===== config.mk =====
export PLATFORM = sky130hd
export DESIGN_NAME = psd_back
export DESIGN_NICKNAME = d
export VERILOG_FILES = /design/src/hdl/population_std_dev_engine_macros.svh /design/src/hdl/psd_pkg.sv /design/src/hdl/psd_back.sv
export SDC_FILE = /design/constraint.sdc
export NUM_CORES = 2
export LEC_CHECK = 0
export BUFFER_PORTS_ARGS = -buffer_cell sky130_fd_sc_hd__clkbuf_2
export CORE_AREA = 3 3 396 692
export DETAILED_ROUTE_END_ITERATION = 10
export DIE_AREA = 0 0 399 695
export PLACE_DENSITY = 0.37
export SETUP_SLACK_MARGIN = 0.1
export SLEW_MARGIN = 10
export SYNTH_ARGS = -nofsm -noshare
export SYNTH_HDL_FRONTEND = slang
export SYNTH_SLANG_ARGS = --single-unit

===== constraint.sdc =====
create_clock -name clk -period 12.68 [get_ports clk]
set_input_delay 2.536 -clock clk [delete_from_list [all_inputs] [get_ports clk]]
set_output_delay 2.536 -clock clk [all_outputs]
set_load 0.02 [all_outputs]

===== src/hdl/population_std_dev_engine_macros.svh =====
// Assertion helpers, clocked on clk with arst_n low masking the check.
`ifndef POPULATION_STD_DEV_ENGINE_MACROS_SVH
`define POPULATION_STD_DEV_ENGINE_MACROS_SVH

// same-cycle implication
`define PSD_ASSERT_IMP(lbl, ante, cons, msg) \
	lbl: assert property (@(posedge clk) disable iff (!arst_n) (ante) |-> (cons)) \
	else $error(msg);

// next-cycle implication
`define PSD_ASSERT_NXT(lbl, ante, cons, msg) \
	lbl: assert property (@(posedge clk) disable iff (!arst_n) (ante) |=> (cons)) \
	else $error(msg);

`endif


===== src/hdl/psd_pkg.sv =====
package psd_pkg;

	localparam int SAMPLE_WIDTH = 16;
	localparam int MAX_SAMPLES  = 65536;

	localparam int IN_W       = 16;
	localparam int MEAN_W     = 16;
	localparam int STD_W      = 16;
	localparam int CNT_W      = $clog2(MAX_SAMPLES + 1);
	localparam int SUM_W      = 32;
	localparam int SQ_W       = 48;
	localparam int SQ_IN_W    = 2 * SAMPLE_WIDTH;
	localparam int MS_W       = SUM_W + MEAN_W;
	localparam int MM_W       = 2 * MEAN_W;
	localparam int NMM_W      = CNT_W + MM_W;
	localparam int D_W        = 51;
	localparam int DVD_W      = D_W - 1;
	localparam int DVS_W      = CNT_W;
	localparam int DIV_CNT_W  = $clog2(DVD_W + 1);
	localparam int RAD_W      = 32;
	localparam int ROOT_STEPS = RAD_W / 2;
	localparam int ROOT_CNT_W = $clog2(ROOT_STEPS);
	localparam int QDEPTH     = 4;
	localparam int QPTR_W     = $clog2(QDEPTH);
	localparam int QCNT_W     = QPTR_W + 1;

	typedef struct packed {
		logic signed [IN_W-1:0] sample;
		logic                   last_sample;
	} sample_in_t;

	typedef struct packed {
		logic        [STD_W-1:0]  std_dev;
		logic signed [MEAN_W-1:0] mean_value;
		logic                     overflow;
	} result_t;

	// one finished run, handed from the accumulator to the back end
	typedef struct packed {
		logic signed [SUM_W-1:0] sum;
		logic        [SQ_W-1:0]  sum_sq;
		logic        [CNT_W-1:0] count;
		logic                    ovf;
	} run_t;

	typedef struct packed {
		logic empty;
		logic afull;
		logic full;
	} q_stat_t;

	typedef struct packed {
		logic             start;
		logic [DVD_W-1:0] dividend;
		logic [DVS_W-1:0] divisor;
	} div_req_t;

	typedef struct packed {
		logic             done;
		logic [DVD_W-1:0] quot;
	} div_rsp_t;

	typedef enum logic [3:0] {
		BK_IDLE,
		BK_START,
		BK_MEAN,
		BK_MUL1,
		BK_MUL2,
		BK_DEV,
		BK_VAR,
		BK_ROOT,
		BK_DONE
	} bk_state_t;

endpackage


===== src/hdl/psd_back.sv =====
module psd_back (
	input  logic              clk,
	input  logic              arst_n,
	input  psd_pkg::run_t     run,
	input  logic              q_empty,
	output logic              q_pop,
	output psd_pkg::div_req_t div_req,
	input  psd_pkg::div_rsp_t div_rsp,
	output logic              empty,
	input  logic              pop,
	output psd_pkg::result_t  result
);
	import psd_pkg::*;

	bk_state_t state_q;
	bk_state_t state_nxt;

	logic signed [SUM_W-1:0]  sum_q;
	logic        [SQ_W-1:0]   sq_q;
	logic        [CNT_W-1:0]  n_q;
	logic                     ovf_q;
	logic signed [MEAN_W-1:0] m_q;
	logic signed [MS_W-1:0]   ms_q;
	logic        [MM_W-1:0]   mm_q;
	logic        [NMM_W-1:0]  nmm_q;
	logic signed [D_W-1:0]    part_q;
	logic        [RAD_W-1:0]  rad_q;
	logic        [RAD_W-1:0]  root_q;
	logic        [RAD_W-1:0]  bit_q;
	logic [ROOT_CNT_W-1:0]    step_q;
	result_t                  res_q;
	logic                     res_valid_q;

	logic        [SUM_W-1:0]  sum_mag;
	logic        [MEAN_W-1:0] mq;
	logic signed [MM_W-1:0]   mm_s;
	logic signed [D_W-1:0]    d_sum;
	logic        [DVD_W-1:0]  d_clamp;
	logic        [RAD_W-1:0]  trial;
	logic                     root_ge;
	logic                     load_res;

	assign sum_mag = sum_q[SUM_W-1] ? SUM_W'(-sum_q) : SUM_W'(sum_q);
	assign mq      = div_rsp.quot[MEAN_W-1:0];
	assign mm_s    = MM_W'(m_q) * MM_W'(m_q);
	assign d_sum   = part_q + D_W'(nmm_q);
	// exact deviation sum is never negative; clamp kept for safety
	assign d_clamp = d_sum[D_W-1] ? '0 : d_sum[DVD_W-1:0];
	assign trial   = root_q + bit_q;
	assign root_ge = (rad_q >= trial);

	always_ff @(posedge clk or negedge arst_n) begin
		if (!arst_n)
			state_q <= BK_IDLE;
		else
			state_q <= state_nxt;
	end

	always_comb begin
		state_nxt        = state_q;
		q_pop            = 1'b0;
		load_res         = 1'b0;
		div_req.start    = 1'b0;
		div_req.dividend = DVD_W'(sum_mag);
		div_req.divisor  = n_q;
		case (state_q)
			BK_IDLE: begin
				if (!q_empty) begin
					q_pop     = 1'b1;
					state_nxt = BK_START;
				end
			end
			BK_START: begin
				div_req.start = 1'b1;
				state_nxt     = BK_MEAN;
			end
			BK_MEAN: begin
				if (div_rsp.done)
					state_nxt = BK_MUL1;
			end
			BK_MUL1: state_nxt = BK_MUL2;
			BK_MUL2: state_nxt = BK_DEV;
			BK_DEV: begin
				div_req.start    = 1'b1;
				div_req.dividend = d_clamp;
				state_nxt        = BK_VAR;
			end
			BK_VAR: begin
				if (div_rsp.done)
					state_nxt = BK_ROOT;
			end
			BK_ROOT: begin
				if (step_q == ROOT_CNT_W'(ROOT_STEPS - 1))
					state_nxt = BK_DONE;
			end
			BK_DONE: begin
				if (!res_valid_q || pop) begin
					load_res  = 1'b1;
					state_nxt = BK_IDLE;
				end
			end
			default: state_nxt = BK_IDLE;
		endcase
	end

	always_ff @(posedge clk) begin
		case (state_q)
			BK_IDLE: begin
				sum_q <= run.sum;
				sq_q  <= run.sum_sq;
				n_q   <= run.count;
				ovf_q <= run.ovf;
			end
			BK_MEAN: begin
				if (div_rsp.done)
					m_q <= sum_q[SUM_W-1] ? -mq : mq;
			end
			BK_MUL1: begin
				ms_q <= MS_W'(m_q) * MS_W'(sum_q);
				mm_q <= mm_s;
			end
			BK_MUL2: begin
				nmm_q  <= NMM_W'(n_q) * NMM_W'(mm_q);
				part_q <= D_W'(sq_q) - (D_W'(ms_q) << 1);
			end
			BK_VAR: begin
				rad_q  <= div_rsp.quot[RAD_W-1:0];
				root_q <= '0;
				bit_q  <= RAD_W'(1) << (RAD_W - 2);
				step_q <= '0;
			end
			BK_ROOT: begin
				if (root_ge) begin
					rad_q  <= rad_q - trial;
					root_q <= (root_q >> 1) + bit_q;
				end else begin
					root_q <= root_q >> 1;
				end
				bit_q  <= bit_q >> 2;
				step_q <= step_q + ROOT_CNT_W'(1);
			end
			default: ;
		endcase
	end

	always_ff @(posedge clk or negedge arst_n) begin
		if (!arst_n)
			res_valid_q <= 1'b0;
		else if (load_res)
			res_valid_q <= 1'b1;
		else if (pop)
			res_valid_q <= 1'b0;
	end

	always_ff @(posedge clk) begin
		if (load_res) begin
			res_q.std_dev    <= root_q[STD_W-1:0];
			res_q.mean_value <= m_q;
			res_q.overflow   <= ovf_q;
		end
	end

	assign empty  = !res_valid_q;
	assign result = res_q;

endmodule


==> impl_metrics.yaml <==
synth:
  yosysUniqueCellTypes: 90
  syn-instance-count: 7064
  synth_seq_area_share_pct: 18.5
  synth_top_area_share_pct: 34.9
  synthTopCellsByArea: "fa_1 (35%), edfxtp_1 (18%), ha_1 (9.2%), inv_1 (8.4%), nand2_1 (4.8%)"
  synthTopCellsByCount: "inv_1 (1506), fa_1 (1170), nand2_1 (863), ha_1 (491), and2_1 (467)"
  synth_most_common_cell: "inv_1"
  synth-async-reset-ratio_pct: 1.21
  synth-edff-count: 409
  syn_area_per_cell_um2: 9.49
  ys_ff_latch: 414
  netlist_area_mm2: 0.0671
  synth_flop_cell: "edfxtp_1"
  synth_top_area_cell: "fa_1"
  ys_warn_count: 0
placement:
  place_area_mm2: 0.0725
  dp.final_hpwl_mm: 187
  placed_cells: 10700
  routabilityCongestion: 0.855
  numPortBuffers: 237
global_routing:
  grt_pass1_wl_mm: 353
  groute.layer.met1.usage_pct: 18.4
  busiest_layer: "met2"
  antenna_found_initial: 37
  grt_use_met3_pct: 1.88
  use_met2_pct: 33.8
  grt_max_degree: 74
  grt_usage_pct: 17.2
  grt_overflow: 0
  grt_pass1_vias: 55700
setup_path:
  worst_ep_required_time_ns: 13.12
  cp.arrival_ns: 8.82
  worst-r2r-setup-slack_ns: 4.31
  path_buf_inv: 5
  critical_path_class: "register to register"
  path_max_fanout: 17
  max_stage_delay_ns: 0.97
  critPathSlowestCell: "edfxtp_1"
  worstPathCellList: "nand2_1, fa_1, inv_1, fa_1, inv_1, fa_1, inv_1, fa_1, fa_1, inv_1, fa_1, inv_1, ha_1, a21o_1, a21o_1, a2111oi_0, o32ai_1, o21ai_1, a21oi_1, a21oi_1, a21oi_1, a2111oi_0"
  worstSetupStartpointType: "register"
  end_kind: "register"
  cp_top_family: "adder cells"
  crit_top_cell: "fa_1"
clocking:
  clkSinkCount: 414
  cts_tree: "yes"
  hold_buffers: 0
  path_clk_slew_ns: 0.07
  clockBufferDepth: 3
  clock_tree.root_cell: "clkbuf_16"
  cts_resized: 0
  htree_levels: 2
  insertion_delay_ns: 0.73
  cts_made_buffers: 54
  post_cts_buffers: 0
cells_and_area:
  drive_gt1_share_pct: 6.91
  areaGrowthSynthToFinish_pct: 11.2
  n_fill_cell: 28700
  nets: 9001
  final_cell_area_mm2: 0.0746
  final_cells: 10800
routing:
  first_pass_iters: 6
  vias: 49100
  post_drt_wl_per_cell_um: 21.6
  ant_nets: 0
  routed_wl_mm: 234
  via_per_inst: 4.54
  drt_iter0_drc: 2211
  route.detailed.drc: 0
hold_path:
  hold_class: "register to register"
floorplanning:
  die_h_um: 695
  dieArea_mm2: 0.277
  ios: 256
  rows: 252
  core_area_mm2: 0.269
  initial_core_util_pct: 24.9
  die_w_um: 399
timing:
  tns_ns: 0
  rsz0062_at_grt: "false"
  hold_viol: 0
  worstMarginPinSlew_ns: 1.14
  slew_headroom_pct: 24.0
  fin_skew_ns: 0.0375
  setup_viol: 0
  drv_slew: 0
  period_needed_ns: 8.37
  post-route-period-util_pct: 66.0
  max_freq_mhz: 119
pwr:
  power.density_mw_per_mm2: 286
  leakage_nw: 34.8
  peakVddDrop_uv: 312
status:
  status: "finished clean"
job:
  drv_cap: 0
[path summary, 6_finish.rpt]
check | to | start | cells after the start
max in group asynchronous | state_q[2]$_DFFE_PN0P_ | arst_n | 1
worst max-delay path | nmm_q[42]$_DFFE_PP_ | mm_q[7]$_DFFE_PP_ | 22
worst min register to register | result[0]$_DFFE_PP_ | ovf_q$_DFFE_PP_ | 0
worst max register to register | nmm_q[42]$_DFFE_PP_ | mm_q[7]$_DFFE_PP_ | 22
min in group asynchronous | res_valid_q$_DFFE_PN0P_ | arst_n | 1
worst min-delay path | result[0]$_DFFE_PP_ | ovf_q$_DFFE_PP_ | 0
[metrics by stage]
| step | hold WS [ns] | power, mW | utilization (%) | setup WS [ns] |
|---|---|---|---|---|
| floorplan | 0.400 | 14.3 | - | 3.49 |
| global placement | 0.419 | 19.8 | 27.0 | 4.14 |
| detailed placement | 0.408 | 19.8 | 27.0 | 4.23 |
| CTS | 0.424 | 21.8 | 27.7 | 4.15 |
| global route | 0.457 | 23.5 | 27.7 | 3.94 |
| finish | 0.415 | 21.3 | 27.7 | 4.31 |
[where the power goes]
| part | internal (mW) | switching (mW) |
|---|---|---|
| clock | 1.04 | 0.761 |
| combinational | 6.32 | 10.3 |
| sequential | 2.59 | 0.306 |
[placed cells by master (no fill, tap or decap), types with 10 or more instances in the layout]
master	instances
nor2_1	236
a31o_2	11
o22ai_1	29
nand4_1	33
o31ai_1	28
a22o_1	17
o21a_1	43
a21boi_0	15
o21ai_1	10
xnor2_1	203
o21bai_1	49
or3_1	23
a31oi_1	39
ha_1	491
and3_1	28
a21o_1	125
nor2b_1	49
nand2b_1	55
nand3_1	50
and2_1	466
clkbuf_2	237
nor3_1	45
a211oi_1	32
clkbuf_16	54
bufinv_16	12
diode_2	19
xor2_1	132
o211ai_1	17
buf_4	114
o21ai_0	184
nand2_1	863
and4_1	12
edfxtp_1	409
inv_1	1505
a21oi_1	239
fa_1	1170
[registers in the layout, summed over array words and instances (netlist names)]
register,cells
m_q,16
sum_q,32
rad_q,32
result,33
bit_q,16
nmm_q,49
res_valid_q,1
mm_q,31
state_q,4
step_q,4
sq_q,48
root_q,32
ms_q,48
part_q,50
ovf_q,1
n_q,17
[final cells by class]
type,instances,area [um2],share of cell area [%]
antenna,19,47.5,0.0638
clock buffer,55,1360,1.82
clock inverter,46,647,0.867
inverter,1508,5660,7.59
multi-input combinational,4858,48000,64.3
sequential,414,12400,16.6
tap,3556,4450,5.97
timing repair buffer,351,2040,2.74
[per-layer routing]
metal / wire, um / up-vias / share of wire, %
met3: 7860 / 359 / 3.4
met4: 10200 / 14 / 4.4
met2: 130000 / 897 / 55
met5: 116 / - / 0.050
li1: - / 22300 / -
met1: 86100 / 25500 / 37
[cell families after synthesis]
logic type	count (synthesis)	share of synthesized area [%]
muxes	2	0.0317
adders and majority gates	1661	44.1
buffers and inverters	1799	10.1
xor gates and xnor gates	335	4.38
AOI/OAI and AO/OA	936	9.14
DFF	414	18.5
and+or+nand+nor	1915	13.7
other	2	0.0112
Power figures use the tool's default switching activity.
