File: src/hdl/population_std_dev_engine_macros.svh
// Assertion helpers, clocked on clk with arst_n low masking the check.
`ifndef POPULATION_STD_DEV_ENGINE_MACROS_SVH
`define POPULATION_STD_DEV_ENGINE_MACROS_SVH

// same-cycle implication
`define PSD_ASSERT_IMP(lbl, ante, cons, msg) \
	lbl: assert property (@(posedge clk) disable iff (!arst_n) (ante) |-> (cons)) \
	else $error(msg);

// next-cycle implication
`define PSD_ASSERT_NXT(lbl, ante, cons, msg) \
	lbl: assert property (@(posedge clk) disable iff (!arst_n) (ante) |=> (cons)) \
	else $error(msg);

`endif

File: src/hdl/psd_pkg.sv
package psd_pkg;

	localparam int SAMPLE_WIDTH = 16;
	localparam int MAX_SAMPLES  = 65536;

	localparam int IN_W       = 16;
	localparam int MEAN_W     = 16;
	localparam int STD_W      = 16;
	localparam int CNT_W      = $clog2(MAX_SAMPLES + 1);
	localparam int SUM_W      = 32;
	localparam int SQ_W       = 48;
	localparam int SQ_IN_W    = 2 * SAMPLE_WIDTH;
	localparam int MS_W       = SUM_W + MEAN_W;
	localparam int MM_W       = 2 * MEAN_W;
	localparam int NMM_W      = CNT_W + MM_W;
	localparam int D_W        = 51;
	localparam int DVD_W      = D_W - 1;
	localparam int DVS_W      = CNT_W;
	localparam int DIV_CNT_W  = $clog2(DVD_W + 1);
	localparam int RAD_W      = 32;
	localparam int ROOT_STEPS = RAD_W / 2;
	localparam int ROOT_CNT_W = $clog2(ROOT_STEPS);
	localparam int QDEPTH     = 4;
	localparam int QPTR_W     = $clog2(QDEPTH);
	localparam int QCNT_W     = QPTR_W + 1;

	typedef struct packed {
		logic signed [IN_W-1:0] sample;
		logic                   last_sample;
	} sample_in_t;

	typedef struct packed {
		logic        [STD_W-1:0]  std_dev;
		logic signed [MEAN_W-1:0] mean_value;
		logic                     overflow;
	} result_t;

	// one finished run, handed from the accumulator to the back end
	typedef struct packed {
		logic signed [SUM_W-1:0] sum;
		logic        [SQ_W-1:0]  sum_sq;
		logic        [CNT_W-1:0] count;
		logic                    ovf;
	} run_t;

	typedef struct packed {
		logic empty;
		logic afull;
		logic full;
	} q_stat_t;

	typedef struct packed {
		logic             start;
		logic [DVD_W-1:0] dividend;
		logic [DVS_W-1:0] divisor;
	} div_req_t;

	typedef struct packed {
		logic             done;
		logic [DVD_W-1:0] quot;
	} div_rsp_t;

	typedef enum logic [3:0] {
		BK_IDLE,
		BK_START,
		BK_MEAN,
		BK_MUL1,
		BK_MUL2,
		BK_DEV,
		BK_VAR,
		BK_ROOT,
		BK_DONE
	} bk_state_t;

endpackage

File: src/hdl/psd_div.sv
module psd_div (
	input  logic              clk,
	input  logic              arst_n,
	input  psd_pkg::div_req_t req,
	output psd_pkg::div_rsp_t rsp
);
	import psd_pkg::*;

	logic [DVD_W-1:0]     dvd_q;
	logic [DVS_W-1:0]     dvs_q;
	logic [DVS_W-1:0]     rem_q;
	logic [DIV_CNT_W-1:0] cnt_q;
	logic                 busy_q;
	logic                 done_q;

	logic [DVS_W:0] rem_sh;
	logic [DVS_W:0] rem_sub;
	logic           ge;

	// restoring, one quotient bit per cycle; quotient shifts in behind the dividend
	assign rem_sh  = {rem_q, dvd_q[DVD_W-1]};
	assign ge      = (rem_sh >= {1'b0, dvs_q});
	assign rem_sub = rem_sh - {1'b0, dvs_q};

	always_ff @(posedge clk or negedge arst_n) begin
		if (!arst_n) begin
			busy_q <= 1'b0;
			done_q <= 1'b0;
			cnt_q  <= '0;
		end else if (req.start) begin
			busy_q <= 1'b1;
			done_q <= 1'b0;
			cnt_q  <= DIV_CNT_W'(DVD_W);
		end else if (busy_q) begin
			cnt_q <= cnt_q - DIV_CNT_W'(1);
			if (cnt_q == DIV_CNT_W'(1)) begin
				busy_q <= 1'b0;
				done_q <= 1'b1;
			end
		end else begin
			done_q <= 1'b0;
		end
	end

	always_ff @(posedge clk) begin
		if (req.start) begin
			dvd_q <= req.dividend;
			dvs_q <= req.divisor;
			rem_q <= '0;
		end else if (busy_q) begin
			dvd_q <= {dvd_q[DVD_W-2:0], ge};
			rem_q <= ge ? rem_sub[DVS_W-1:0] : rem_sh[DVS_W-1:0];
		end
	end

	assign rsp.done = done_q;
	assign rsp.quot = dvd_q;

endmodule

File: config.mk
export PLATFORM = sky130hd
export DESIGN_NAME = psd_div
export DESIGN_NICKNAME = d
export VERILOG_FILES = /design/src/hdl/population_std_dev_engine_macros.svh /design/src/hdl/psd_pkg.sv /design/src/hdl/psd_div.sv
export SDC_FILE = /design/constraint.sdc
export NUM_CORES = 1
export LEC_CHECK = 0
export ABC_AREA = 1
export BUFFER_PORTS_ARGS = -buffer_cell sky130_fd_sc_hd__buf_2
export CAP_MARGIN = 15
export CORE_MARGIN = 1.5
export CORE_UTILIZATION = 54
export DETAILED_ROUTE_END_ITERATION = 10
export GPL_TIMING_DRIVEN = 0
export PLACE_DENSITY_LB_ADDON = 0.25
export SYNTH_ARGS = -nofsm -noshare
export SYNTH_HDL_FRONTEND = slang
export SYNTH_SLANG_ARGS = --single-unit
File: constraint.sdc
create_clock -name clk -period 3.45 [get_ports clk]
set_clock_uncertainty 0.2 [all_clocks]
set_input_delay 0.5175 -clock clk [delete_from_list [all_inputs] [get_ports clk]]
set_output_delay 0.5175 -clock clk [all_outputs]
set_load 0.05 [all_outputs]
==> reports/qor.json <==
{
  "power": {
    "p_comb_share_pct": 41.4,
    "vdd.ir_drop.worst_v": 0.0002985,
    "power.internal_uw": 2148,
    "clockPowerShare_pct": 18.8,
    "power.net_switching_uw": 1475,
    "powerDensity_mw_per_mm2": 606.0,
    "leakage_power_figure_uw": 0.003243,
    "netSwitchingFraction_pct": 40.71,
    "seq_power_share_pct": 39.9
  },
  "setup_path": {
    "start_kind": "input port",
    "critical_path_buf_inv_count": 4,
    "highest_cell_delay_on_the_worst_timing_path_ps": 500,
    "critical_path.cell_chain": "buf_2 -> clkbuf_1 -> nor2_1 -> inv_2 -> buf_12",
    "timing.setup.critical_path_class": "in2reg",
    "critical-path-slowest-cell": "sky130_fd_sc_hd__inv_2",
    "data_required_time_at_the_worst_endpoint_ps": 3320,
    "setup.worst_path.end_class": "register",
    "timing.critical_path.max_delay_family": "buffers and inverters",
    "crit_arrival_ps": 2460,
    "max_fo_critical_path": 29
  },
  "logic_synthesis": {
    "yosysSeqAreaShare_pct": 50.72,
    "yosys-mux-area-fraction_pct": 0,
    "synth_top_family_by_area": "simple AND/OR/NAND/NOR gates",
    "post_synth_inst_count": 627,
    "synth-compound-area-share_pct": 3.307,
    "synth_adder_area_share_pct": 5.122,
    "synth_area_per_cell_sq_um": 8.026,
    "share_of_the_synthesized_netlist_area_taken_by_xor_and_xnor_gates_pct": 1.218,
    "postSynthNetCount": 717,
    "synthesis.yosys.warnings": 0,
    "synth-seq-cells": 92,
    "syn-cell-area_sq_mm": 0.005032,
    "yosysUniqueCellTypes": 34,
    "post_synth_and_or_nand_nor_area_fraction_pct": 30.33
  },
  "sta": {
    "slew-limit-headroom_pct": 61.00,
    "final_hold_viol_count": 0,
    "rsz0062_at_grt": "false",
    "timing.final.setup_violations": 0,
    "timing_max_transition_violations_final": 0,
    "fin_ws_ps": 854.8,
    "final_period_minus_worst_setup_slack_ps": 2595,
    "finalHoldWorstSlack_ps": 129.3,
    "worst_slew_pin_slew_ps": 582.9,
    "timing.final.crit_share_pct": 75.22,
    "max_freq_mhz": 385.3
  },
  "run": {
    "maxCapViolCount": 0
  },
  "grt": {
    "grt_overflow_total": 0,
    "first_global_vias": 4277,
    "grt_pass1_wl_um": 19430,
    "initial_antenna_violation_count": 0,
    "grt_use_total_pct": 24.52,
    "maximum_number_of_pins_on_one_net_before_global_route_repair": 30
  },
  "routing": {
    "vias": 4390,
    "finalWirelength_um": 11520,
    "wl_met2_um": 5593,
    "first_pass_iters": 5,
    "dr_wl_met3_um": 728,
    "routed.top_layer": "met4",
    "drcViolationCount": 0,
    "average_wire_per_standard_cell_um": 13.15,
    "detail-route-antenna-nets": 0,
    "routed_via_density": 5.011,
    "wirelength_met1_um": 5042,
    "detailedRoute.firstIterationViolations": 221
  },
  "place": {
    "place.detailed.hpwl_um": 8640,
    "gp_congestion": 0.9417,
    "placement_stage_worst_setup_slack_ps": 450.5,
    "port-buffer-count": 120
  },
  "final_layout": {
    "fillers": 793,
    "n_diodes": 0,
    "finish.utilization_pct": 65.32,
    "final_nets": 850,
    "fraction_of_layout_cells_with_a_size_suffix_above_1_pct": 20.78,
    "syn_to_final_growth_pct": 18.80
  },
  "cts": {
    "tritoncts_clock_tree": "yes",
    "cts-buffers-inserted": 9,
    "cts_sinks": 92,
    "cts.clk_slew.worst_paths_ps": 90,
    "clkLatencyLatePin_ps": 360,
    "root_buffer_selected_by_cts": "sky130_fd_sc_hd__clkbuf_8",
    "h-tree-depth": 3,
    "clockBufferDepth": 2,
    "ctsResizeCount": 0,
    "post_cts_repair_timing_setup_buffer_count": 0
  },
  "die": {
    "design.portCount": 121,
    "dieWidth_um": 99.54,
    "initial_core_util_pct": 54.98,
    "std_cell_rows": 35,
    "core_area_sq_mm": 0.009153,
    "die_height_um": 99.54,
    "die_area_sq_mm": 0.009907
  },
  "outcome": {
    "outcome": "completed"
  },
  "worst_hold_path": {
    "worstHoldPathType": "in2reg"
  }
}
==> layer usage <==
layer / up-vias / track usage, %
met5: - / 0
met4: 0 / 8.667
met3: 14 / 5.903
met2: 124 / 41.41
met1: 2015 / 30.87
li1: 2237 / -
==> per-stage QoR <==
| step | setup TNS, ps | cells | power [uW] | area, sq um |
|---|---|---|---|---|
| 3_3_place_gp | -19460 | 858 | 2913 | 5772 |
| 2_1_floorplan | 0 | 627 | 2612 | 5032 |
| 5_1_grt | 0 | 876 | 3884 | 5978 |
| 4_1_cts | 0 | 876 | 3632 | 5978 |
| 6_report | 0 | 876 | 3623 | 5978 |
| 3_5_place_dp | 0 | 859 | 2954 | 5792 |
==> layout make-up <==
class / count / area (sq um) / share of cell area [%]
plain buffers: 20 / 137.6 / 2.302
clock buffers: 10 / 127.6 / 2.135
clock inverters: 6 / 48.80 / 0.8162
inverters: 88 / 330.3 / 5.525
multi-input cells: 427 / 2012 / 33.65
flip-flops and latches: 92 / 2552 / 42.70
well taps: 111 / 138.9 / 2.323
repair buffers: 122 / 630.6 / 10.55
==> worst paths after layout <==
kind                           start   endpoint  slack [ps]  depth (start not counted)
max                          req[67]  dvd_q[12]         850                          5
min                           req[2]   dvs_q[2]         130                          1
max reg2reg                dvd_q[49]   dvd_q[0]        1050                         10
min reg2reg                 rem_q[6]   rem_q[6]         280                          2
max in group asynchronous     arst_n   cnt_q[4]        2560                          2
min in group asynchronous     arst_n     done_q         320                          2
==> kinds of logic after synthesis <==
| kind of cell | Yosys count |
|---|---|
| AOI/OAI and AO/OA | 31 |
| xor gates and xnor gates | 7 |
| adders and majority gates | 20 |
| buffers and inverters | 108 |
| DFF | 92 |
| and+or+nand+nor | 369 |
==> what timing repair did <==
item | 4_1_cts | 5_1_grt
setup endpoints to repair | 0 | 0
endpoints found under the hold margin | 8 | 0
hold buffers | 1 | 0
==> layout by cell type, fill, tap and decap left out, types with 2 or more instances in the layout <==
cell / instances
sky130_fd_sc_hd__xnor2_1: 5
sky130_fd_sc_hd__inv_2: 2
sky130_fd_sc_hd__nor3_1: 2
sky130_fd_sc_hd__nor2_1: 19
sky130_fd_sc_hd__xor2_1: 2
sky130_fd_sc_hd__ha_1: 19
sky130_fd_sc_hd__clkbuf_1: 12
sky130_fd_sc_hd__buf_2: 120
sky130_fd_sc_hd__nand3b_1: 6
sky130_fd_sc_hd__o21bai_1: 2
sky130_fd_sc_hd__nand2_1: 283
sky130_fd_sc_hd__dfxtp_1: 17
sky130_fd_sc_hd__buf_4: 2
sky130_fd_sc_hd__clkinv_4: 2
sky130_fd_sc_hd__dfrtp_1: 8
sky130_fd_sc_hd__nand2_2: 5
sky130_fd_sc_hd__buf_8: 2
sky130_fd_sc_hd__inv_1: 86
sky130_fd_sc_hd__nor2_2: 4
sky130_fd_sc_hd__nand4_1: 2
sky130_fd_sc_hd__o21ai_0: 11
sky130_fd_sc_hd__clkbuf_8: 10
sky130_fd_sc_hd__edfxtp_1: 67
sky130_fd_sc_hd__buf_6: 3
sky130_fd_sc_hd__a21oi_1: 14
sky130_fd_sc_hd__nand3_1: 40
sky130_fd_sc_hd__nand3_2: 5
==> sequential cells by signal (all words and copies together), names as in the netlist <==
name / count
dvd_q: 50
dvs_q: 17
rem_q: 17
cnt_q: 6
busy_q: 1
done_q: 1
==> cells in the mapped netlist <==
cell	n	share of area, %
sky130_fd_sc_hd__a22oi_1	1	0.15
sky130_fd_sc_hd__a21boi_0	1	0.15
sky130_fd_sc_hd__dfrtp_1	8	4.0
sky130_fd_sc_hd__o21ai_0	11	1.1
sky130_fd_sc_hd__nor2_1	19	1.4
sky130_fd_sc_hd__inv_2	1	0.075
sky130_fd_sc_hd__nand2_2	5	0.62
sky130_fd_sc_hd__o21ai_1	1	0.099
sky130_fd_sc_hd__nand3_2	5	0.99
sky130_fd_sc_hd__ha_1	19	4.7
sky130_fd_sc_hd__xnor2_1	5	0.87
sky130_fd_sc_hd__nor4_1	1	0.12
sky130_fd_sc_hd__nor2_2	4	0.50
sky130_fd_sc_hd__inv_1	87	6.5
sky130_fd_sc_hd__nand3b_1	6	0.90
sky130_fd_sc_hd__buf_6	3	0.67
sky130_fd_sc_hd__fa_1	1	0.40
sky130_fd_sc_hd__a21oi_1	14	1.4
sky130_fd_sc_hd__and2_1	1	0.12
sky130_fd_sc_hd__xor2_1	2	0.35
sky130_fd_sc_hd__nor3_1	2	0.20
sky130_fd_sc_hd__o21bai_1	2	0.30
sky130_fd_sc_hd__buf_4	2	0.30
sky130_fd_sc_hd__edfxtp_1	67	40
sky130_fd_sc_hd__nand4_1	2	0.25
sky130_fd_sc_hd__or2_1	1	0.12
sky130_fd_sc_hd__clkbuf_1	11	0.82
sky130_fd_sc_hd__buf_8	2	0.60
sky130_fd_sc_hd__nand3_1	40	4.0
sky130_fd_sc_hd__buf_1	1	0.075
sky130_fd_sc_hd__dfxtp_1	17	6.8
sky130_fd_sc_hd__a31oi_1	1	0.12
sky130_fd_sc_hd__clkbuf_8	1	0.27
sky130_fd_sc_hd__nand2_1	283	21
==> power groups by stage <==
| stage | Clock [uW] | Sequential (uW) | Combinational [uW] |
|---|---|---|---|
| after floorplan | 0 | 1660 | 954 |
| after global placement | 0 | 1460 | 1460 |
| after detailed placement | 0 | 1470 | 1490 |
| after CTS | 693 | 1440 | 1500 |
| after global routing | 733 | 1460 | 1690 |
| final | 681 | 1440 | 1500 |
Note: power is estimated with default switching activity, not from simulation.
