### config.mk
export PLATFORM = sky130hd
export DESIGN_NAME = psd_front
export DESIGN_NICKNAME = d
export VERILOG_FILES = /design/src/hdl/population_std_dev_engine_macros.svh /design/src/hdl/psd_pkg.sv /design/src/hdl/psd_front.sv
export SDC_FILE = /design/constraint.sdc
export NUM_CORES = 1
export LEC_CHECK = 0
export ABC_AREA = 1
export CELL_PAD_IN_SITES_DETAIL_PLACEMENT = 0
export CELL_PAD_IN_SITES_GLOBAL_PLACEMENT = 1
export CORE_MARGIN = 3
export CORE_UTILIZATION = 25
export CTS_CLUSTER_SIZE = 30
export DETAILED_ROUTE_END_ITERATION = 8
export DONT_BUFFER_PORTS = 1
export PLACE_DENSITY_LB_ADDON = 0.05
export REMOVE_ABC_BUFFERS = 1
export SYNTH_ARGS = -nofsm -noshare
export SYNTH_HDL_FRONTEND = slang
export SYNTH_SLANG_ARGS = --single-unit
### constraint.sdc
create_clock -name clk -period 2.15 [get_ports clk]
set_clock_uncertainty 0.15 [all_clocks]
set_input_delay 0.215 -clock clk [delete_from_list [all_inputs] [get_ports clk]]
set_output_delay 0.215 -clock clk [all_outputs]
set_load 0.05 [all_outputs]
### src/hdl/population_std_dev_engine_macros.svh
// Assertion helpers, clocked on clk with arst_n low masking the check.
`ifndef POPULATION_STD_DEV_ENGINE_MACROS_SVH
`define POPULATION_STD_DEV_ENGINE_MACROS_SVH

// same-cycle implication
`define PSD_ASSERT_IMP(lbl, ante, cons, msg) \
	lbl: assert property (@(posedge clk) disable iff (!arst_n) (ante) |-> (cons)) \
	else $error(msg);

// next-cycle implication
`define PSD_ASSERT_NXT(lbl, ante, cons, msg) \
	lbl: assert property (@(posedge clk) disable iff (!arst_n) (ante) |=> (cons)) \
	else $error(msg);

`endif

### src/hdl/psd_pkg.sv
package psd_pkg;

	localparam int SAMPLE_WIDTH = 16;
	localparam int MAX_SAMPLES  = 65536;

	localparam int IN_W       = 16;
	localparam int MEAN_W     = 16;
	localparam int STD_W      = 16;
	localparam int CNT_W      = $clog2(MAX_SAMPLES + 1);
	localparam int SUM_W      = 32;
	localparam int SQ_W       = 48;
	localparam int SQ_IN_W    = 2 * SAMPLE_WIDTH;
	localparam int MS_W       = SUM_W + MEAN_W;
	localparam int MM_W       = 2 * MEAN_W;
	localparam int NMM_W      = CNT_W + MM_W;
	localparam int D_W        = 51;
	localparam int DVD_W      = D_W - 1;
	localparam int DVS_W      = CNT_W;
	localparam int DIV_CNT_W  = $clog2(DVD_W + 1);
	localparam int RAD_W      = 32;
	localparam int ROOT_STEPS = RAD_W / 2;
	localparam int ROOT_CNT_W = $clog2(ROOT_STEPS);
	localparam int QDEPTH     = 4;
	localparam int QPTR_W     = $clog2(QDEPTH);
	localparam int QCNT_W     = QPTR_W + 1;

	typedef struct packed {
		logic signed [IN_W-1:0] sample;
		logic                   last_sample;
	} sample_in_t;

	typedef struct packed {
		logic        [STD_W-1:0]  std_dev;
		logic signed [MEAN_W-1:0] mean_value;
		logic                     overflow;
	} result_t;

	// one finished run, handed from the accumulator to the back end
	typedef struct packed {
		logic signed [SUM_W-1:0] sum;
		logic        [SQ_W-1:0]  sum_sq;
		logic        [CNT_W-1:0] count;
		logic                    ovf;
	} run_t;

	typedef struct packed {
		logic empty;
		logic afull;
		logic full;
	} q_stat_t;

	typedef struct packed {
		logic             start;
		logic [DVD_W-1:0] dividend;
		logic [DVS_W-1:0] divisor;
	} div_req_t;

	typedef struct packed {
		logic             done;
		logic [DVD_W-1:0] quot;
	} div_rsp_t;

	typedef enum logic [3:0] {
		BK_IDLE,
		BK_START,
		BK_MEAN,
		BK_MUL1,
		BK_MUL2,
		BK_DEV,
		BK_VAR,
		BK_ROOT,
		BK_DONE
	} bk_state_t;

endpackage

### src/hdl/psd_front.sv
module psd_front (
	input  logic               clk,
	input  logic               arst_n,
	input  logic               push,
	input  logic               full,
	input  psd_pkg::sample_in_t sample_item,
	output logic               run_push,
	output psd_pkg::run_t      run
);
	import psd_pkg::*;

	logic                           accept;
	logic signed [SAMPLE_WIDTH-1:0] xs;
	logic signed [SQ_IN_W-1:0]      sq_full;
	logic                           keep;
	logic [CNT_W-1:0]               cnt_nxt;
	logic                           ovf_nxt;

	logic [CNT_W-1:0] count_q;
	logic             ovf_q;

	logic                           valid_s1;
	logic signed [SAMPLE_WIDTH-1:0] x_s1;
	logic [SQ_IN_W-1:0]             sq_s1;
	logic                           keep_s1;
	logic                           last_s1;
	logic [CNT_W-1:0]               cnt_s1;
	logic                           ovf_s1;

	logic [SUM_W-1:0] sum_q;
	logic [SQ_W-1:0]  sq_q;
	logic [SUM_W-1:0] sum_nxt;
	logic [SQ_W-1:0]  sq_nxt;
	logic [SUM_W-1:0] x_ext;

	assign accept  = push && !full;
	assign xs      = sample_item.sample[SAMPLE_WIDTH-1:0];
	assign sq_full = SQ_IN_W'(xs) * SQ_IN_W'(xs);
	assign keep    = (count_q != CNT_W'(MAX_SAMPLES));
	assign cnt_nxt = keep ? count_q + CNT_W'(1) : count_q;
	assign ovf_nxt = ovf_q | !keep;

	// sample count runs at the input so the drop decision is made on transfer
	always_ff @(posedge clk or negedge arst_n) begin
		if (!arst_n) begin
			count_q  <= '0;
			ovf_q    <= 1'b0;
			valid_s1 <= 1'b0;
		end else begin
			valid_s1 <= accept;
			if (accept) begin
				if (sample_item.last_sample) begin
					count_q <= '0;
					ovf_q   <= 1'b0;
				end else begin
					count_q <= cnt_nxt;
					ovf_q   <= ovf_nxt;
				end
			end
		end
	end

	always_ff @(posedge clk) begin
		if (accept) begin
			x_s1    <= xs;
			sq_s1   <= sq_full;
			keep_s1 <= keep;
			last_s1 <= sample_item.last_sample;
			cnt_s1  <= cnt_nxt;
			ovf_s1  <= ovf_nxt;
		end
	end

	assign x_ext   = SUM_W'(x_s1);
	assign sum_nxt = keep_s1 ? sum_q + x_ext : sum_q;
	assign sq_nxt  = keep_s1 ? sq_q + SQ_W'(sq_s1) : sq_q;

	always_ff @(posedge clk or negedge arst_n) begin
		if (!arst_n) begin
			sum_q <= '0;
			sq_q  <= '0;
		end else if (valid_s1) begin
			if (last_s1) begin
				sum_q <= '0;
				sq_q  <= '0;
			end else begin
				sum_q <= sum_nxt;
				sq_q  <= sq_nxt;
			end
		end
	end

	assign run_push   = valid_s1 && last_s1;
	assign run.sum    = sum_nxt;
	assign run.sum_sq = sq_nxt;
	assign run.count  = cnt_s1;
	assign run.ovf    = ovf_s1;

endmodule

==> results of run 1 <==
## path summary, 6_finish.rpt
check | from | endpoint | slack [ps]
max | sample_item[3] | sq_s1[29] | -2600
min | arst_n | sum_q[30] | -760
max reg2reg | sq_s1[4] | sq_q[43] | -440
min reg2reg | sq_q[47] | sq_q[47] | 370
max in group asynchronous | arst_n | sq_q[25] | 2400
min in group clk | sample_item[3] | x_s1[2] | -330
## Yosys cell counts (26+ instances only)
| cell type | count | share of area, % |
|---|---|---|
| sky130_fd_sc_hd__nand2_1 | 882 | 15 |
| sky130_fd_sc_hd__inv_1 | 679 | 12 |
| sky130_fd_sc_hd__fa_1 | 234 | 22 |
| sky130_fd_sc_hd__ha_1 | 156 | 9.0 |
| sky130_fd_sc_hd__nor2_1 | 146 | 2.5 |
| sky130_fd_sc_hd__nand3_1 | 144 | 3.3 |
| sky130_fd_sc_hd__dfrtp_1 | 99 | 11 |
| sky130_fd_sc_hd__a21oi_1 | 92 | 2.1 |
| sky130_fd_sc_hd__o21ai_0 | 72 | 1.7 |
| sky130_fd_sc_hd__edfxtp_1 | 66 | 9.1 |
| sky130_fd_sc_hd__clkbuf_1 | 54 | 0.93 |
| sky130_fd_sc_hd__xor2_1 | 52 | 2.1 |
| sky130_fd_sc_hd__xnor2_1 | 30 | 1.2 |
| sky130_fd_sc_hd__and2_1 | 27 | 0.78 |
| sky130_fd_sc_hd__nand4_1 | 27 | 0.78 |
| sky130_fd_sc_hd__or2_2 | 26 | 0.75 |
## timing repair
action / 4_1_cts / 5_1_grt
setup endpoints to repair: 179 / 188
resized for setup: 854 / 759
gates cloned: 1 / 1
setup buffers: 69 / 80
hold buffers: 17 / 2
endpoints found under the hold margin: 195 / 102
pin swaps: 297 / 431
## per-layer routing
metal / vias up / routed length, microns / track usage (%)
met2: 166 / 39110 / 30.39
met1: 10120 / 38840 / 24.55
met5: - / 13 / 0
li1: 10250 / - / -
met4: 2 / 1066 / 4.115
met3: 43 / 1679 / 2.069
## flip-flops by register name (all words and copies together) (netlist names), 16 cells and up
name and cells:
sq_s1 30, cnt_s1 17, x_s1 16, sq_q 48
count_q 17, sum_q 32
## cell type report
cell class	count	area (sq um)	area share, %
flip-flops and latches	165	4464	12.41
multi-input cells	2049	20180	56.10
repair buffers	656	6589	18.31
clock inverters	15	203.9	0.5669
diodes	2	5.005	0.01391
inverters	694	2676	7.439
clock buffers	17	425.4	1.182
well taps	1144	1431	3.979
## cells by family after synthesis
kind of cell / count (synthesis)
AO/OA/AOI/OAI: 241
XOR/XNOR: 83
adder cells (fa/ha/maj): 390
buffers and inverters: 761
flip-flops: 165
AND/OR/NAND/NOR: 1335
## layout by cell type, fill, tap and decap left out, types with 29 or more instances in the layout
cell and instances:
sky130_fd_sc_hd__a21oi_2 47, sky130_fd_sc_hd__nor2_2 35, sky130_fd_sc_hd__edfxtp_1 66, sky130_fd_sc_hd__nand2_1 509, sky130_fd_sc_hd__dfrtp_1 95, sky130_fd_sc_hd__a21oi_4 29
sky130_fd_sc_hd__ha_1 58, sky130_fd_sc_hd__buf_12 74, sky130_fd_sc_hd__xor2_1 42, sky130_fd_sc_hd__nand2_4 143, sky130_fd_sc_hd__nand3_2 88, sky130_fd_sc_hd__nor2_1 61
sky130_fd_sc_hd__fa_1 211, sky130_fd_sc_hd__ha_4 94, sky130_fd_sc_hd__inv_1 558, sky130_fd_sc_hd__buf_6 152, sky130_fd_sc_hd__o21ai_2 34, sky130_fd_sc_hd__nor2_4 60
sky130_fd_sc_hd__inv_2 111, sky130_fd_sc_hd__buf_4 401, sky130_fd_sc_hd__nand2_2 227, sky130_fd_sc_hd__nand3_1 36
## through the flow
stage          TNS (ps)  hold WS [ps]
4_1_cts         -145470        -805.9
6_report        -133710        -762.9
5_1_grt         -155280        -801.6
2_1_floorplan   -386360        -230.6
3_5_place_dp    -149910        -224.3
3_3_place_gp    -149690        -224.4
==> reports/metrics.csv, run 1 <==
stage;metric;value;unit
critical_path;cp_num_cells;19;
clocking;clock_tree_buffer_depth;2;
grt;vias_in_the_first_global_route;22100;
clocking;h-tree-depth;4;
finish;fillers;8678;
critical_path;path_buf_inv;6;
yosys;synth-edff-count;66;
sta;grt_setup_unrepaired;yes;
yosys;synthCells;2975;
detailed_routing;routed_wirelength;80710;microns
detailed_routing;antenna_violating_nets_post_route;0;
critical_path;cpPeakStageDelay;600;ps
yosys;syn_area_per_cell;7.301;sq um
critical_path;rr_worst_depth;16;
sta;report.final.slew_viol_count;0;
critical_path;worst-path-max-fanout;18;
yosys;ys.warnings.count;0;
sta;final-hold-violation-count;100;
die;core;0.08568;sq mm
sta;achievable-frequency;0.2103;GHz
grt;globalRouteOverflowTotal;0;
placed_design;place_inst;4574;
clocking;numCtsBuffers;17;
yosys;synth.distinct_cells;53;
placed_design;detailed_place_hpwl;61720;microns
die;dieWidth;300.8;microns
yosys;synth_compound_area_share;6.245;%
yosys;multiplexer_share_of_the_synthesized_area;0;%
grt;initial_antenna_violation_count;2;
finish;nets;3994;
critical_path;critPathRequiredTime;2250;ps
detailed_routing;detail_route.wl_per_cell;17.02;microns
detailed_routing;drc;0;
detailed_routing;detail_route.first_pass.iterations;5;
finish;finished_core_util;41.99;%
detailed_routing;dr_total_vias;20580;
placed_design;gp_congestion;0.8268;
placed_design;io_buffer_count;0;
clocking;clk-insertion-delay-late;520;ps
sta;finalCritPeriodShare;221.1;%
grt;grt_first_pass_wirelength;125800;microns
grt;track_usage;17.97;%
sta;worstMarginPinSlew;564.1;ps
placed_design;placedInstanceArea;0.02774;sq mm
clocking;numClockSinks;165;
finish;finalInstanceArea;0.03598;sq mm
detailed_routing;post_drt_via_cell_ratio;4.340;
status;outcome;finished, violations left;
critical_path;worstSetupEndpointType;flip-flop;
detailed_routing;first_iter_violations;817;
die;die_height;300.8;microns
job;drv_cap;0;
placed_design;dp_worst_setup_slack;-3445;ps
clocking;cts_tree;built;
clocking;clock-root-buffer;sky130_fd_sc_hd__clkbuf_16;
status;failed_checks;negative hold slack, negative setup slack;
finish;area_growth;65.64;%
die;ios;120;
sta;min_period;4754;ps
yosys;async_flop_share;60.00;%
sta;slew_hr;62.39;%
critical_path;cp_data_arrival_time;4860;ps
yosys;seq_area_frac_synth;20.53;%
grt;grt_max_degree;100;
yosys;synth-xor-area-share;3.382;%
critical_path;timing.critical_path.cells;nand2_8 -> inv_4 -> fa_2 -> fa_1 -> inv_2 -> buf_6 -> fa_1 -> fa_2 -> inv_2 -> fa_2 -> fa_1 -> ha_4 -> nand2_4 -> buf_6 -> inv_4 -> a221oi_4 -> nand3_1 -> nand2_1 -> nand2_1;
critical_path;critical_path.startpoint_type;input port;
critical_path;worst_path_max_delay_cell;sky130_fd_sc_hd__fa_1;
yosys;synth_top_family_by_area;adder cells;
die;die_area;0.09045;sq mm
yosys;synth-seq-cells;165;
finish;drive_above_1_share;49.22;%
worst_hold_path;hold_class;input port to asynchronous set/reset pin;
yosys;yosys_most_used_dff;sky130_fd_sc_hd__dfrtp_1;
clocking;clk_pin_slew_worst_paths;90;ps
finish;final-instance-count-excl-fill;4742;
sta;layout_setup_ws;-2604;ps
yosys;synth-adder-area-share;30.55;%
sta;setup-violations-final;175;
yosys;synth_simple_gate_area_share;26.07;%
die;num_rows;107;
critical_path;worst-setup-path-type;input port to flip-flop;
yosys;synthesis.area;0.02172;sq mm
die;start_util;25.35;%
critical_path;cp_top_family;adder cells;
sta;hold_ws;-762.9;ps
Power of run 1 is left out: the tool's default activity adds up to more than one toggle a clock period on the data nets, which glitch-free logic cannot reach.
==> run 2: changes to the inputs <==
==> constraint.sdc (replaced) <==
create_clock -name clk -period 5.5 [get_ports clk]
set_clock_uncertainty 0.15 [all_clocks]
set_input_delay 0.55 -clock clk [delete_from_list [all_inputs] [get_ports clk]]
set_output_delay 0.55 -clock clk [all_outputs]
set_load 0.05 [all_outputs]
==> reports/metrics.csv, run 2 (synthesized netlist as in run 1, its figures left out) <==
stage;metric;value;unit;change
status;outcome;finished clean;;
clocking;numCtsBuffers;17;;unchanged
detailed_routing;detail_route.wl_per_cell;17.81;microns;+4.6%
die;start_util;25.35;%;unchanged
die;dieWidth;300.8;microns;unchanged
die;num_rows;107;;unchanged
grt;grt_first_pass_wirelength;116700;microns;-7.3%
finish;layout_common_cells;sky130_fd_sc_hd__nand2_1 (882), sky130_fd_sc_hd__inv_1 (679), sky130_fd_sc_hd__fa_1 (233);;
sta;grt_setup_unrepaired;no;;
grt;globalRouteOverflowTotal;0;;unchanged
critical_path;worst_path_max_delay_cell;sky130_fd_sc_hd__fa_1;;
detailed_routing;drc;0;;unchanged
clocking;clock_tree_buffer_depth;2;;unchanged
die;core;0.08568;sq mm;unchanged
critical_path;critPathRequiredTime;5650;ps;+3400 ps
grt;grt_max_degree;126;;+26%
die;ios;120;;unchanged
finish;area_growth;14.56;%;
critical_path;cpPeakStageDelay;570;ps;-30 ps
sta;hold_ws;114.6;ps;+877.6 ps
sta;finalCritPeriodShare;96.55;%;
sta;worstMarginPinSlew;1234;ps;+670.0 ps
job;drv_cap;0;;unchanged
placed_design;gp_congestion;0.8056;;-2.6%
sta;slew_hr;17.63;%;-45 points
clocking;clk-insertion-delay-late;510;ps;about the same
critical_path;worst-setup-path-type;input port to flip-flop;;
finish;largestRegisters;sq_q x48, sum_q x32, sq_s1 x30;;
finish;drive_above_1_share;8.739;%;-40 points
sta;setup-violations-final;0;;-100%
detailed_routing;detail_route.first_pass.iterations;5;;unchanged
critical_path;cp_top_family;adder cells;;
finish;nets;3499;;-12%
sta;final-hold-violation-count;0;;-100%
critical_path;cp_data_arrival_time;5460;ps;+600 ps
critical_path;worstSetupEndpointType;flip-flop;;
placed_design;io_buffer_count;0;;unchanged
finish;fillers;9377;;+8.1%
grt;track_usage;17.02;%;-0.95 points
finish;final-instance-count-excl-fill;4246;;-10%
critical_path;worst-path-max-fanout;18;;unchanged
critical_path;critical_path.startpoint_type;input port;;
grt;initial_antenna_violation_count;1;;-1
grt;vias_in_the_first_global_route;19220;;-13%
clocking;clock-root-buffer;sky130_fd_sc_hd__clkbuf_16;;
critical_path;path_buf_inv;3;;-3
finish;final_common_cell;sky130_fd_sc_hd__nand2_1;;
finish;regMostFlops;sq_q;;
critical_path;cp_common_cell;sky130_fd_sc_hd__fa_1;;
detailed_routing;post_drt_via_cell_ratio;4.310;;-0.68%
placed_design;detailed_place_hpwl;60050;microns;-2.7%
clocking;numClockSinks;165;;unchanged
placed_design;place_inst;4194;;-8.3%
clocking;clk_pin_slew_worst_paths;80;ps;about the same
sta;report.final.slew_viol_count;0;;unchanged
detailed_routing;antenna_violating_nets_post_route;0;;unchanged
detailed_routing;routed_wirelength;75600;microns;-6.3%
sta;achievable-frequency;0.1883;GHz;
critical_path;timing.critical_path.cells;nand2_1 -> inv_1 -> fa_1 -> inv_1 -> fa_1 -> fa_1 -> fa_1 -> inv_1 -> fa_1 -> fa_1 -> ha_1 -> nand2_1 -> nor2_1 -> nand3_1 -> nand3_1 -> nand3_1 -> nand3_1 -> xor2_1;;
clocking;cts_tree;built;;
worst_hold_path;hold_class;input port to flip-flop;;
die;die_area;0.09045;sq mm;unchanged
clocking;h-tree-depth;4;;unchanged
detailed_routing;dr_total_vias;18300;;-11%
finish;largest_register_ffs;48;;unchanged
detailed_routing;first_iter_violations;852;;+4.3%
die;die_height;300.8;microns;unchanged
clocking;postCtsSetupBuffers;0;;-100%
sta;min_period;5310;ps;
-- run 2: changes by cell type in the layout (fill, tap and decap cells not counted), sizes merged, moves of 2 or more --
cell and change:
clkbuf -2, clkinv +2, buf -492, inv +2
clkinvlp -3
-- run 2: worst paths after layout --
path                                  from          to  slack, ps  cells past startpoint
setup / recovery           sample_item[10]   sq_s1[16]        190                     18
hold / removal                        full    valid_s1        110                      1
setup reg to reg                   x_s1[0]    sq_q[10]       2050                     12
hold reg to reg                   sq_q[18]    sq_q[18]        360                      2
max in group asynchronous           arst_n  count_q[8]       4160                      2
min in group asynchronous           arst_n   sum_q[23]        570                      2
-- run 2: per-layer routing --
| layer | routed length, microns | vias up | track usage [%] |
|---|---|---|---|
| li1 | - | 9238 | - |
| met2 | 35010 | 193 | 28.09 |
| met1 | 37640 | 8837 | 23.86 |
| met3 | 2097 | 34 | 2.567 |
| met5 | 0 | - | 0 |
| met4 | 854 | 0 | 2.817 |
-- run 2: area by class of cell --
cell class              instances  area, sq um  area share, %
multi-input cells            2049        14480          58.19
repair buffers                161         1299          5.220
diodes                          1        2.502        0.01006
flip-flops and latches        165         4459          17.92
clock buffers                  17        425.4          1.710
well taps                    1144         1431          5.753
clock inverters                15        180.2         0.7241
inverters                     694         2605          10.47
-- run 2: what timing repair did --
| item | in CTS | in global routing |
|---|---|---|
| endpoints found under the setup margin | 0 | 13 |
| hold buffers | 19 | 0 |
| hold endpoints to repair | 116 | 0 |
| resized for setup | 0 | 16 |
-- run 2: worst register-to-register path, stage by stage (launching register included) --
cell                       delay (ps)
sky130_fd_sc_hd__edfxtp_1         470
sky130_fd_sc_hd__ha_1             470
sky130_fd_sc_hd__ha_1             390
sky130_fd_sc_hd__nand3_1          130
sky130_fd_sc_hd__nand3_2          150
sky130_fd_sc_hd__nand2_1           60
sky130_fd_sc_hd__nand2_1          150
sky130_fd_sc_hd__nand2_1           80
sky130_fd_sc_hd__nand2_1          150
sky130_fd_sc_hd__xnor2_1          140
sky130_fd_sc_hd__o21ai_1          870
sky130_fd_sc_hd__nand2_1          100
sky130_fd_sc_hd__nand2_1           90
-- run 2: per-stage QoR --
stage / cell area, sq um / TNS (ps) / utilization [%] / worst slack [ps]
after global placement: 23990 / -5314 / 28.00 / -438.9
after CTS: 24800 / 0 / 28.95 / 97.24
after global routing: 24880 / 0 / 29.04 / 9.109
final: 24880 / 0 / 29.04 / 189.8
after floorplan: 21450 / -486.3 / - / -236.2
after detailed placement: 23990 / -6269 / 28.00 / -477.5
Power of run 2 is left out for the same reason.
==> run 3: changes to the inputs <==
--- a/config.mk
+++ b/config.mk
@@ -8,6 +8,7 @@
 export ABC_AREA = 1
 export CELL_PAD_IN_SITES_DETAIL_PLACEMENT = 0
 export CELL_PAD_IN_SITES_GLOBAL_PLACEMENT = 1
+export CORE_ASPECT_RATIO = 0.75
 export CORE_MARGIN = 3
 export CORE_UTILIZATION = 25
 export CTS_CLUSTER_SIZE = 30
==> constraint.sdc (replaced) <==
create_clock -name clk -period 5.05 [get_ports clk]
set_clock_uncertainty 0.15 [all_clocks]
set_input_delay 0.505 -clock clk [delete_from_list [all_inputs] [get_ports clk]]
set_output_delay 0.505 -clock clk [all_outputs]
set_load 0.05 [all_outputs]
==> reports/metrics.csv, run 3 (synthesized netlist as in run 1, its figures left out) <==
stage;metric;value;unit;change
grt;grt_busiest_layer;met1;;
grt;grt_max_degree;126;;unchanged
finish;largestRegisters;sq_q x48, sum_q x32, sq_s1 x30;;
grt;globalRouteOverflowTotal;0;;unchanged
detailed_routing;routed_wirelength;78090;microns;+3.3%
grt;vias_in_the_first_global_route;19630;;+2.1%
detailed_routing;first_iter_violations;973;;+14%
detailed_routing;antenna_violating_nets_post_route;0;;unchanged
worst_hold_path;hold_path_cells;3;;+2
finish;largest_register_ffs;48;;unchanged
finish;fillers;9267;;-1.2%
clocking;clock-root-buffer;sky130_fd_sc_hd__clkbuf_16;;
grt;track_usage;17.93;%;+0.91 points
finish;drive_above_1_share;14.73;%;+6.0 points
sta;final-hold-violation-count;0;;unchanged
clocking;clock_tree_buffer_depth;2;;unchanged
placed_design;io_buffer_count;0;;unchanged
clocking;clk-insertion-delay-late;510;ps;about the same
detailed_routing;dr_total_vias;18630;;+1.8%
grt;use_met2;26.62;%;-1.5 points
sta;achievable-frequency;0.1929;GHz;
worst_hold_path;hold_class;input port to flip-flop;;
detailed_routing;post_drt_via_cell_ratio;4.347;;+0.84%
sta;finalCritPeriodShare;102.6;%;
critical_path;setup.reg_to_reg.worst_slack;1740;ps;-310 ps
critical_path;critPathRequiredTime;5160;ps;-490 ps
detailed_routing;detail_route.first_pass.iterations;5;;unchanged
sta;worstMarginPinSlew;1154;ps;-80.43 ps
clocking;h-tree-depth;4;;unchanged
grt;initial_antenna_violation_count;2;;+1
die;die_area;0.09049;sq mm;about the same
clocking;numCtsBuffers;17;;unchanged
critical_path;worst-setup-path-type;input port to flip-flop;;
die;start_util;25.53;%;+0.18 points
placed_design;gp_congestion;0.8258;;+2.5%
sta;min_period;5184;ps;
detailed_routing;drc;0;;unchanged
grt;grt.met3_usage;3.733;%;+1.2 points
critical_path;rr_worst_depth;12;;unchanged
finish;layout_common_cells;sky130_fd_sc_hd__nand2_1 (848), sky130_fd_sc_hd__inv_1 (649), sky130_fd_sc_hd__fa_1 (220);;
critical_path;worstSetupEndpointType;flip-flop;;
finish;regMostFlops;sq_q;;
finish;nets;3555;;+1.6%
clocking;clk_pin_slew_worst_paths;80;ps;about the same
sta;grt_setup_unrepaired;yes;;
placed_design;detailed_place_hpwl;61800;microns;+2.9%
clocking;cts_tree;built;;
finish;antenna_diode_count;0;;-1
grt;use_met1;27.23;%;+3.4 points
status;outcome;finished, violations left;;
die;dieWidth;346.4;microns;+15%
status;failed_checks;negative setup slack;;
finish;final_common_cell;sky130_fd_sc_hd__nand2_1;;
job;drv_cap;0;;unchanged
placed_design;dp_worst_setup_slack;-1137;ps;-659.7 ps
critical_path;cp_data_arrival_time;5300;ps;-160 ps
sta;report.final.slew_viol_count;0;;unchanged
die;die_height;261.3;microns;-13%
grt;grt_first_pass_wirelength;122100;microns;+4.7%
critical_path;critical_path.startpoint_type;input port;;
detailed_routing;detail_route.wl_per_cell;18.22;microns;+2.3%
critical_path;worst-path-max-fanout;19;;+1
sta;setup-violations-final;10;;+10
die;num_rows;92;;-14%
die;ios;120;;unchanged
sta;slew_hr;22.57;%;+4.9 points
die;core;0.08507;sq mm;-0.72%
finish;area_growth;19.76;%;
clocking;numClockSinks;165;;unchanged
sta;layout_setup_ws;-133.6;ps;-323.4 ps
==> run 3: cell types whose count changed in the layout (fill, tap and decap cells not counted), moves of 11 or more <==
cell	delta
sky130_fd_sc_hd__fa_2	+13
sky130_fd_sc_hd__buf_4	+44
sky130_fd_sc_hd__nor2_1	-11
sky130_fd_sc_hd__ha_1	-15
sky130_fd_sc_hd__a21oi_1	-14
sky130_fd_sc_hd__inv_1	-30
sky130_fd_sc_hd__fa_1	-13
sky130_fd_sc_hd__nand2_2	+21
sky130_fd_sc_hd__inv_2	+25
sky130_fd_sc_hd__nand2_1	-34
sky130_fd_sc_hd__nand2_4	+11
sky130_fd_sc_hd__ha_4	+15
sky130_fd_sc_hd__a21oi_2	+12
==> run 3: worst max-delay path, stage by stage <==
cell and delay [ps]:
sky130_fd_sc_hd__nand2_2 50, sky130_fd_sc_hd__buf_6 110, sky130_fd_sc_hd__fa_1 540, sky130_fd_sc_hd__inv_2 40, sky130_fd_sc_hd__fa_1 500, sky130_fd_sc_hd__fa_1 560, sky130_fd_sc_hd__fa_1 450, sky130_fd_sc_hd__fa_1 570
sky130_fd_sc_hd__inv_2 40, sky130_fd_sc_hd__fa_1 530, sky130_fd_sc_hd__inv_2 50, sky130_fd_sc_hd__ha_4 300, sky130_fd_sc_hd__nand2_4 60, sky130_fd_sc_hd__buf_6 120, sky130_fd_sc_hd__o21ai_1 190, sky130_fd_sc_hd__a21oi_1 140
sky130_fd_sc_hd__buf_4 160, sky130_fd_sc_hd__o211a_1 210, sky130_fd_sc_hd__nand3_1 80, sky130_fd_sc_hd__nand2_1 60
==> run 3: worst paths after layout <==
kind | startpoint | to
worst max-delay path | sample_item[15] | sq_s1[30]
worst min-delay path | sample_item[0] | count_q[15]
worst max register to register | x_s1[0] | sum_q[12]
worst min register to register | sq_q[47] | sq_q[47]
max in group asynchronous | arst_n | count_q[10]
min in group asynchronous | arst_n | sum_q[7]
==> run 3: metal layers <==
metal  up-vias  routed length, microns  part of all wire [%]
met3        25                    3234                   4.1
met5         -                       0                     0
met4         0                     488                  0.62
met2       209                   32210                    41
li1       9355                       -                     -
met1      9036                   42150                    54
==> run 3: repair_timing <==
action / 4_1_cts / 5_1_grt
hold buffers: 19 / 0
resized for setup: 129 / 85
pin swaps: 47 / 60
setup buffers: 9 / 2
setup endpoints to repair: 15 / 18
hold endpoints to repair: 117 / 0
==> run 3: stage by stage <==
step / utilization, % / cells / area (sq um) / setup TNS [ps] / hold WS, ps
finish: 30.58 / 4285 / 26010 / -759.7 / 58.91
global route: 30.58 / 4285 / 26010 / -2155 / 41.26
CTS: 30.25 / 4283 / 25730 / -325.2 / 7.668
detailed placement: 28.57 / 4223 / 24310 / -13750 / 65.25
global placement: 28.57 / 4223 / 24310 / -14120 / 63.79
floorplan: - / 2908 / 21450 / -4744 / 59.41
==> run 3: final cells by class <==
type / count / area, sq um / area share, %
Timing Repair Buffer: 217 / 1772 / 6.811
Multi-Input combinational cell: 2049 / 15140 / 58.19
Clock buffer: 17 / 425.4 / 1.635
Tap cell: 1128 / 1411 / 5.426
Clock inverter: 15 / 182.7 / 0.7023
Inverter: 694 / 2625 / 10.09
Sequential cell: 165 / 4459 / 17.14
Power of run 3 is left out for the same reason.
